File: config.mk
export PLATFORM = sky130hd
export DESIGN_NAME = sv32_page_walker_tlb_core
export DESIGN_NICKNAME = d
export VERILOG_FILES = /design/src/hw/rtl/sv32w_pkg.sv /design/src/hw/rtl/sv32w_ram.sv /design/src/hw/rtl/sv32w_front.sv /design/src/hw/rtl/sv32w_back.sv /design/src/hw/rtl/sv32_page_walker_tlb_core.sv
export SDC_FILE = /design/constraint.sdc
export NUM_CORES = 2
export LEC_CHECK = 0
export BUFFER_PORTS_ARGS = -buffer_cell sky130_fd_sc_hd__clkbuf_2
export CORE_ASPECT_RATIO = 0.5
export CORE_MARGIN = 2
export CORE_UTILIZATION = 50
export CTS_BUF_LIST = sky130_fd_sc_hd__clkbuf_8
export DETAILED_ROUTE_END_ITERATION = 10
export GPL_ROUTABILITY_DRIVEN = 0
export MAX_ROUTING_LAYER = met4
export PLACE_DENSITY = 0.66
export SYNTH_ARGS = -nofsm -noshare
export SYNTH_HDL_FRONTEND = slang
export SYNTH_SLANG_ARGS = --single-unit
File: constraint.sdc
create_clock -name clock -period 19 [get_ports clock]
set_input_delay 4.75 -clock clock [delete_from_list [all_inputs] [get_ports clock]]
set_output_delay 4.75 -clock clock [all_outputs]
set_load 0.005 [all_outputs]
File: src/hw/rtl/sv32w_pkg.sv
package sv32w_pkg;

   typedef struct packed {
      logic        req_type;
      logic [31:0] vaddr;
      logic [1:0]  access_kind;
      logic [1:0]  priv_level;
      logic [31:0] pte_word;
   } req_type_type;

   typedef struct packed {
      logic [1:0]  res_kind;
      logic [31:0] mem_addr;
      logic        set_dirty;
      logic [31:0] phys_addr;
      logic [2:0]  fault_code;
      logic        to_mmio;
      logic        last;
   } rsp_type;

   localparam logic [2:0] CSR_XLATE = 3'd0;
   localparam logic [2:0] CSR_ROOT  = 3'd1;
   localparam logic [2:0] CSR_SUM   = 3'd2;
   localparam logic [2:0] CSR_MXR   = 3'd3;
   localparam logic [2:0] CSR_BASE  = 3'd4;
   localparam logic [2:0] CSR_SIZE  = 3'd5;

   localparam logic [1:0] RK_READ = 2'd0;
   localparam logic [1:0] RK_AD   = 2'd1;
   localparam logic [1:0] RK_DONE = 2'd2;

   localparam logic [1:0] AK_FETCH = 2'd0;
   localparam logic [1:0] AK_LOAD  = 2'd1;
   localparam logic [1:0] AK_STORE = 2'd2;

   localparam logic [1:0] PL_USER = 2'd0;
   localparam logic [1:0] PL_MACH = 2'd2;

   localparam logic [2:0] FC_NONE = 3'd0;
   localparam logic [2:0] FC_ACC  = 3'd1;
   localparam logic [2:0] FC_PAGE = 3'd4;

   // item moved from the front part to the back part
   typedef struct packed {
      req_type_type item;
      logic         hit;
      logic [19:0]  hit_page;
      logic [9:0]   hit_flags;
   } cmd_type;

   typedef struct packed {
      logic        xlate;
      logic [21:0] root;
      logic        sum;
      logic        mxr;
      logic [31:0] base;
      logic [32:0] size;
   } cfg_type;

   typedef struct packed {
      logic        we;
      logic [19:0] vpn;
      logic [9:0]  flags;
      logic [19:0] page;
   } fill_type;

   function automatic logic in_ram(input logic [31:0] pa, input cfg_type c);
      logic [31:0] d;
      d = pa - c.base;
      return (pa >= c.base) && ({1'b0, d} < c.size);
   endfunction

   function automatic logic perm_ok(input logic [9:0] f, input logic [1:0] k,
                                    input logic [1:0] p, input cfg_type c);
      logic ok;
      if (f[4]) ok = !(p != PL_USER && (k == AK_FETCH || !c.sum));
      else      ok = (p != PL_USER);
      case (k)
         AK_FETCH: ok = ok & f[3];
         AK_LOAD:  ok = ok & (f[1] | (f[3] & c.mxr));
         default:  ok = ok & f[2];
      endcase
      return ok;
   endfunction

endpackage

File: src/hw/rtl/sv32w_ram.sv
module sv32w_ram #(
   parameter int Width = 8,
   parameter int Depth = 64
) (
   input  logic                     clock,
   input  logic                     we,
   input  logic [$clog2(Depth)-1:0] waddr,
   input  logic [Width-1:0]         wdata,
   input  logic [$clog2(Depth)-1:0] raddr,
   output logic [Width-1:0]         rdata
);
   logic [Width-1:0] mem [Depth];
   always_ff @(posedge clock) begin
      if (we) mem[waddr] <= wdata;
      rdata <= mem[raddr];
   end
endmodule

File: src/hw/rtl/sv32w_front.sv
module sv32w_front import sv32w_pkg::*; #(
   parameter int TlbEntries = 64
) (
   input  logic         clock,
   input  logic         reset,
   input  logic         in_valid,
   input  req_type_type in_item,
   output logic         in_ready,
   input  fill_type     fill,
   output logic         cmd_valid,
   output cmd_type      cmd,
   input  logic         cmd_pop
);
   localparam int IW = (TlbEntries > 1) ? $clog2(TlbEntries) : 1;
   localparam int RD = (TlbEntries > 1) ? TlbEntries : 2;

   logic [IW-1:0] ridx, widx;
   logic [49:0]   rdata;
   logic [RD-1:0] valid_ff, valid_in;
   logic          vhit_ff, vhit_in;
   logic          stg_ff, stg_in;
   req_type_type  stg_item_ff;
   logic          q_ff, q_in;
   cmd_type       q_cmd_ff;
   cmd_type       made;

   assign ridx = IW'(in_item.vaddr[31:12] % TlbEntries);
   assign widx = IW'(fill.vpn % TlbEntries);

   // entry layout: tag, flags, page
   sv32w_ram #(.Width(50), .Depth(RD)) u_tlb (
      .clock(clock), .we(fill.we), .waddr(widx),
      .wdata({fill.vpn, fill.flags, fill.page}),
      .raddr(ridx), .rdata(rdata)
   );

   // one item in lookup at a time; queue holds one
   assign in_ready = !stg_ff && !q_ff;
   assign stg_in   = in_valid && in_ready;
   assign vhit_in  = valid_ff[ridx];

   always_comb begin
      made.item      = stg_item_ff;
      made.hit       = vhit_ff && rdata[49:30] == stg_item_ff.vaddr[31:12];
      made.hit_page  = rdata[19:0];
      made.hit_flags = rdata[29:20];
   end

   always_comb begin
      q_in = q_ff;
      if (cmd_pop) q_in = 1'b0;
      if (stg_ff)  q_in = 1'b1;
      valid_in = valid_ff;
      if (fill.we) valid_in[widx] = 1'b1;
   end

   assign cmd_valid = q_ff;
   assign cmd       = q_cmd_ff;

   always_ff @(posedge clock) begin
      if (reset) begin
         stg_ff   <= 1'b0;
         q_ff     <= 1'b0;
         valid_ff <= '0;
      end else begin
         stg_ff   <= stg_in;
         q_ff     <= q_in;
         valid_ff <= valid_in;
      end
      if (stg_in) begin
         stg_item_ff <= in_item;
         vhit_ff     <= vhit_in;
      end
      if (stg_ff) q_cmd_ff <= made;
   end
endmodule

File: src/hw/rtl/sv32w_back.sv
module sv32w_back import sv32w_pkg::*; (
   input  logic     clock,
   input  logic     reset,
   input  cfg_type  cfg,
   input  logic     cmd_valid,
   input  cmd_type  cmd,
   output logic     cmd_pop,
   output fill_type fill,
   output logic     rsp_valid,
   output rsp_type  rsp
);
   logic        busy_ff, busy_in, lvl_ff, lvl_in;
   logic [31:0] pva_ff, pva_in, ppte_ff, ppte_in;
   logic [1:0]  pacc_ff, pacc_in, ppriv_ff, ppriv_in;
   logic        second_ff, second_in;
   rsp_type     sec_ff, sec_in;
   logic        ov_ff, ov_in;
   rsp_type     o_ff, o_in;

   // the queue is not popped while a two-result item sends its second result
   assign cmd_pop = cmd_valid && !second_ff;

   always_comb begin
      logic [1:0]  k, p;
      logic [31:0] va, pte, addr, pa;
      logic [9:0]  fl;
      rsp_type     r;
      k = cmd.item.access_kind; p = cmd.item.priv_level;
      va = cmd.item.vaddr; pte = cmd.item.pte_word;
      if (k == 2'd3) k = AK_STORE;
      if (p == 2'd3) p = PL_MACH;
      busy_in = busy_ff; lvl_in = lvl_ff; pva_in = pva_ff; ppte_in = ppte_ff;
      pacc_in = pacc_ff; ppriv_in = ppriv_ff;
      second_in = 1'b0; sec_in = sec_ff;
      fill = '0;
      r = '0; r.res_kind = RK_DONE; r.last = 1'b1;
      ov_in = 1'b0;
      addr = '0; pa = '0; fl = '0;
      if (second_ff) begin
         ov_in = 1'b1; r = sec_ff;
      end else if (cmd_valid && !cmd.item.req_type) begin
         ov_in = 1'b1; busy_in = 1'b0; lvl_in = 1'b1;
         if (!cfg.xlate || p == PL_MACH) begin
            if (in_ram(va, cfg)) r.phys_addr = va;
            else if (k == AK_FETCH) r.fault_code = FC_ACC;
            else begin r.phys_addr = va; r.to_mmio = 1'b1; end
         end else if (k == AK_FETCH && cmd.hit) begin
            if (!perm_ok(cmd.hit_flags, AK_FETCH, p, cfg)) r.fault_code = FC_PAGE;
            else r.phys_addr = {cmd.hit_page, va[11:0]};
         end else begin
            pva_in = va; pacc_in = k; ppriv_in = p;
            addr = {cfg.root[19:0], 12'd0} + {20'd0, va[31:22], 2'b00};
            if (!in_ram(addr, cfg)) r.fault_code = FC_ACC + {1'b0, k};
            else begin
               busy_in = 1'b1; lvl_in = 1'b1; ppte_in = addr;
               r.res_kind = RK_READ; r.mem_addr = addr;
            end
         end
      end else if (cmd_valid && busy_ff) begin
         ov_in = 1'b1; busy_in = 1'b0; lvl_in = 1'b1;
         r.fault_code = FC_PAGE + {1'b0, pacc_ff};
         if (!pte[0] || (pte[2] && !pte[1])) begin
         end else if (pte[3:1] == 3'b000) begin
            if (lvl_ff) begin
               addr = {pte[29:10], 12'd0} + {20'd0, pva_ff[21:12], 2'b00};
               if (!in_ram(addr, cfg)) r.fault_code = FC_ACC + {1'b0, pacc_ff};
               else begin
                  busy_in = 1'b1; lvl_in = 1'b0; ppte_in = addr;
                  r = '0; r.res_kind = RK_READ; r.mem_addr = addr; r.last = 1'b1;
               end
            end
         end else if (lvl_ff && pte[19:10] != 10'd0) begin
         end else if (!perm_ok(pte[9:0], pacc_ff, ppriv_ff, cfg)) begin
         end else begin
            pa = lvl_ff ? {pte[29:20], pva_ff[21:0]} : {pte[29:10], pva_ff[11:0]};
            r.fault_code = FC_NONE;
            if (!in_ram(pa, cfg)) begin
               if (pacc_ff != AK_FETCH) begin r.phys_addr = pa; r.to_mmio = 1'b1; end
               else r.fault_code = FC_ACC;
            end else begin
               fl = pte[9:0] | 10'h40;
               if (pacc_ff == AK_STORE) fl = fl | 10'h80;
               fill.we = 1'b1; fill.vpn = pva_ff[31:12]; fill.flags = fl;
               fill.page = pa[31:12];
               r = '0; r.res_kind = RK_AD; r.mem_addr = ppte_ff;
               r.set_dirty = (pacc_ff == AK_STORE);
               second_in = 1'b1;
               sec_in = '0; sec_in.res_kind = RK_DONE; sec_in.phys_addr = pa;
               sec_in.last = 1'b1;
            end
         end
      end
      o_in = r;
   end

   assign rsp_valid = ov_ff;
   assign rsp       = o_ff;

   always_ff @(posedge clock) begin
      if (reset) begin
         busy_ff <= 1'b0; lvl_ff <= 1'b1; pva_ff <= '0; ppte_ff <= '0;
         pacc_ff <= '0; ppriv_ff <= '0; second_ff <= 1'b0; ov_ff <= 1'b0;
      end else begin
         busy_ff <= busy_in; lvl_ff <= lvl_in; pva_ff <= pva_in; ppte_ff <= ppte_in;
         pacc_ff <= pacc_in; ppriv_ff <= ppriv_in; second_ff <= second_in;
         ov_ff <= ov_in;
      end
      sec_ff <= sec_in;
      o_ff   <= o_in;
   end
endmodule

File: src/hw/rtl/sv32_page_walker_tlb_core.sv
// channel | direction | handshake         | payload
// req     | in        | start & !busy     | req_item (req_type_type)
// rsp     | out       | rsp_valid strobe  | rsp_item (rsp_type)
// csr     | in        | csr_valid & ready | csr_index, csr_data
// From start to its first result an item passes TLB read, queue and back part.
// A set A/D item gives its second result in the cycle after its first. busy stays
// high until the lookup stage and queue are empty; only then is a new item taken.
// Reset clears control and TLB valid bits, sets config defaults; no clearing pass.
// Results cannot be stalled.
module sv32_page_walker_tlb_core import sv32w_pkg::*; #(
   parameter int TLB_ENTRIES = 64
) (
   input  logic         clock,
   input  logic         reset,
   input  logic         start,
   output logic         busy,
   input  req_type_type req_item,
   output logic         rsp_valid,
   output rsp_type      rsp_item,
   input  logic         csr_valid,
   output logic         csr_ready,
   input  logic [2:0]   csr_index,
   input  logic [32:0]  csr_data
);
   cfg_type  cfg_ff, cfg_in;
   logic     in_ready, cmd_valid, cmd_pop;
   cmd_type  cmd;
   fill_type fill;

   assign busy      = !in_ready;
   assign csr_ready = 1'b1;

   always_comb begin
      cfg_in = cfg_ff;
      if (csr_valid) begin
         case (csr_index)
            CSR_XLATE: cfg_in.xlate = csr_data[0];
            CSR_ROOT:  cfg_in.root  = csr_data[21:0];
            CSR_SUM:   cfg_in.sum   = csr_data[0];
            CSR_MXR:   cfg_in.mxr   = csr_data[0];
            CSR_BASE:  cfg_in.base  = csr_data[31:0];
            CSR_SIZE:  cfg_in.size  = csr_data;
            default: ;
         endcase
      end
   end

   always_ff @(posedge clock) begin
      if (reset) begin
         cfg_ff <= '{xlate: 1'b0, root: '0, sum: 1'b0, mxr: 1'b0,
                     base: 32'h8000_0000, size: 33'h0_0800_0000};
      end else begin
         cfg_ff <= cfg_in;
      end
   end

   sv32w_front #(.TlbEntries(TLB_ENTRIES)) u_front (
      .clock(clock), .reset(reset), .in_valid(start), .in_item(req_item),
      .in_ready(in_ready), .fill(fill), .cmd_valid(cmd_valid), .cmd(cmd),
      .cmd_pop(cmd_pop)
   );

   sv32w_back u_back (
      .clock(clock), .reset(reset), .cfg(cfg_ff), .cmd_valid(cmd_valid), .cmd(cmd),
      .cmd_pop(cmd_pop), .fill(fill), .rsp_valid(rsp_valid), .rsp(rsp_item)
   );

   a_ad_then_done: assert property (@(posedge clock) disable iff (reset)
      rsp_valid && rsp_item.res_kind == RK_AD |=> rsp_valid && rsp_item.last)
      else $error("A/D result not followed by final result");
   a_last_ad: assert property (@(posedge clock) disable iff (reset)
      rsp_valid && rsp_item.res_kind == RK_AD |-> !rsp_item.last)
      else $error("A/D result marked last");
   a_fill_once: assert property (@(posedge clock) disable iff (reset)
      fill.we |=> !fill.we)
      else $error("back to back TLB fills");
endmodule

==> impl_metrics.py <==
metrics = {
    "clock_network": {
        "hold_buffers": 0,
        "ctsResizeCount": 0,
        "cts_tree": "built",
        "postCtsSetupBuffers": 0,
        "htree_num_levels": 5,
        "cts_root_buf": "clkbuf_8",
        "clk_path_buf_depth": 4,
        "clk_pin_slew_ps": 80,
        "numCtsBuffers": 444,
        "worstSkewPairLatency_ps": 1040,
        "clock-sinks": 3204,
    },
    "global_routing": {
        "grt_antenna_before_repair": 22,
        "track_usage_pct": 27.6,
        "grt_pass1_wl_um": 497000,
        "overflow": 0,
        "grt_max_degree": 168,
        "first_global_vias": 67121,
    },
    "power_and_ir_drop": {
        "power_density_nw_per_um2": 92.1,
        "power_mw": 13.1,
        "peakVddDrop_mv": 0.0578,
        "power.leakage_nw": 51.4,
    },
    "finish": {
        "multi_input_area_um2": 35000,
        "fin_cells": 10953,
        "post-route-util_pct": 55.8,
        "ff_latch_area_um2": 92900,
        "num-fill-cells": 19371,
        "syn2layout_area_growth_pct": 10.6,
        "drive_gt1_share_pct": 25.4,
        "layout_commonest_cell": "edfxtp_1",
        "nets": 7545,
        "mostFrequentLayoutCells": "edfxtp_1, mux4_2, clkbuf_8, nand2_1, dfxtp_1",
        "final_area_um2": 143000,
    },
    "yosys": {
        "synth.distinct_cells": 79,
        "ys.flop_type": "edfxtp_1",
        "syn_area_um2": 129000,
        "syn_inst": 6762,
        "synth-seq-cells": 3204,
        "synthMuxAreaShare_pct": 15.9,
        "synth_top_family_by_area": "multiplexers",
        "synth-xor-area-share_pct": 0.794,
        "synth-compound-area-share_pct": 3.89,
        "synth_top_area_cell": "edfxtp_1",
        "synth_adder_area_share_pct": 2.38,
        "synth-simple-area-share_pct": 3.68,
        "synthTopCellsByArea": "edfxtp_1, mux4_2, dfxtp_1",
        "synth.top_cell.area_share_pct": 66.8,
        "synth-edff-count": 2868,
        "synth-warning-count": 0,
        "syn_avg_cell_area_um2": 19.1,
        "yosysSeqAreaShare_pct": 72.0,
        "async_reset_ff_share_pct": 0,
    },
    "routing": {
        "wl_um": 355000,
        "viasPerCell": 6.39,
        "dr_wl_met3_um": 38400,
        "wl_per_cell_um": 32.4,
        "num_vias": 69937,
        "wl_met2_um": 161000,
        "drc": 0,
        "drt_iter0_drc": 9023,
        "firstDrtPassIters": 5,
        "topRoutingLayerUsed": "met4",
        "drt-met1-wl_um": 144000,
        "ant_nets": 0,
    },
    "placed_design": {
        "io_buffers": 173,
        "numPlacedInstances": 10136,
        "place_ws_ps": 9290,
        "placedInstanceArea_um2": 135000,
        "post-dp-hpwl_um": 207000,
    },
    "run_status": {
        "status": "finished clean",
    },
    "worst_setup_path": {
        "regToRegSetupSlack_ps": 9260,
        "required_ps": 19630,
        "worstReg2RegStart": "u_back.pva_ff[13]$_SDFFE_PP0P_",
        "worstSetupEndpointType": "flip-flop",
        "critPathCapture": "u_front.u_tlb.mem[61][46]$_DFFE_PP_",
        "critPathKind": "flip-flop to flip-flop",
        "cp.arrival_ps": 10370,
        "startpoint_type": "flip-flop",
        "reg2reg_to": "u_front.u_tlb.mem[61][46]$_DFFE_PP_",
        "cp_max_fo": 22,
        "worstSetupStartpoint": "u_back.pva_ff[13]$_SDFFE_PP0P_",
        "rr_worst_depth": 21,
    },
    "min_path": {
        "hp-class": "flip-flop to flip-flop",
    },
    "floorplanning": {
        "rows": 131,
        "start_util_pct": 50.4,
        "die_h_um": 363,
        "die-area_um2": 262000,
        "die_width_um": 722,
        "ioPinCount": 184,
        "coreArea_um2": 256000,
    },
    "sta": {
        "relSlewSlack_pct": 4.74,
        "final.setup.worst_slack_ps": 9260,
        "drv_slew": 0,
        "hold_slack_ps": 405,
        "final.setup.tns_ps": 0,
        "fin_skew_ps": 98.0,
        "fin_crit_sh_pct": 51.3,
        "rsz0062_at_grt": "no",
        "setup_viol": 0,
        "worst_slew_pin_slew_ps": 1430,
        "min_period_ps": 9740,
        "final_hold_viol_count": 0,
        "fmax_mhz": 103,
    },
    "job": {
        "cap_violations": 0,
    },
}
==> worst max-delay path: stages (launching register included) <==
cell and delay (ps):
dfxtp_1 1000, mux2_2 530, ha_1 310, and4_1 280, nor3b_1 450, o21ai_0 360, a21oi_1 380, o41ai_1 170
a21oi_1 350, a21boi_0 220, xnor2_1 230, ha_1 280, and4b_1 230, nand4_1 300, or4_1 230, a31oi_1 130
nor4_1 1040, and4bb_4 540, nand2_1 90, buf_4 310, nor2_4 1140, buf_4 680
==> synthesized netlist by cell type, types with 29 or more instances <==
master,instances
xor2_1,37
mux4_2,900
ha_1,242
o22ai_1,33
inv_1,115
buf_1,52
a22oi_1,31
nor2_1,245
a221oi_1,29
xnor2_1,80
a21oi_1,273
a21o_1,59
nor3_1,38
dfxtp_1,336
nand2b_1,52
nand2_1,428
a31oi_1,86
buf_2,29
nand3_1,75
clkbuf_1,261
o21ai_0,81
edfxtp_1,2868
and2_1,51
==> layout make-up <==
cell class,count,share of cell area [%]
repair buffers,328,1.54
clock inverters,342,1.14
well taps,3391,2.97
diodes,15,0.0263
flip-flops and latches,3204,65.1
clock buffers,459,4.43
multi-input cells,3099,24.5
inverters,115,0.303
==> metal layers <==
layer | vias up | global-route usage [%]
li1 | 28533 | -
met1 | 37098 | 39.2
met2 | 3726 | 40.5
met3 | 580 | 6.07
met4 | 0 | 8.08
met5 | - | -
==> cells by family after synthesis <==
group                    after synthesis
AND/OR/NAND/NOR                     1035
buffers and inverters                460
multiplexers                         921
other                                  2
AO/OA/AOI/OAI                        779
adder cells (fa/ha/maj)              244
XOR/XNOR                             117
flip-flops                          3204
==> worst min-delay path by stage <==
| stage | from | to | slack, ps | cells after the start |
|---|---|---|---|---|
| floorplan | u_front.u_tlb.rdata[0]$_DFF_P_ | u_front.cmd[10]$_DFFE_PP_ | 390 | 0 |
| global placement | u_front.u_tlb.rdata[17]$_DFF_P_ | u_front.cmd[27]$_DFFE_PP_ | 390 | 0 |
| detailed placement | u_front.u_tlb.rdata[23]$_DFF_P_ | u_front.cmd[3]$_DFFE_PP_ | 390 | 0 |
| CTS | u_front.u_tlb.rdata[24]$_DFF_P_ | u_front.cmd[4]$_DFFE_PP_ | 400 | 0 |
| global route | u_front.u_tlb.rdata[23]$_DFF_P_ | u_front.cmd[3]$_DFFE_PP_ | 410 | 0 |
| finish | u_front.u_tlb.rdata[23]$_DFF_P_ | u_front.cmd[3]$_DFFE_PP_ | 410 | 0 |
==> sequential cells by signal, indices dropped and copies added (netlist names), 2 cells and up <==
register / cells
u_back.ppriv_ff: 2
u_back.ppte_ff: 30
u_front.u_tlb.mem: 2688
u_back.rsp: 70
u_back.sec_ff: 32
u_front.valid_ff: 64
u_front.cmd: 85
u_front.made: 62
u_front.u_tlb.rdata: 42
u_back.pva_ff: 32
u_back.pacc_ff: 2
cfg_ff: 88
==> report_power, final <==
group | leakage [nW] | internal [mW] | total, mW | switching (mW)
clock | 4.66 | 2.31 | 4.90 | 2.58
combinational | 13.0 | 0.260 | 0.620 | 0.361
sequential | 33.7 | 7.59 | 7.62 | 0.0306
total | 51.4 | 10.2 | 13.1 | 2.97
Note: power is estimated with default switching activity, not from simulation.
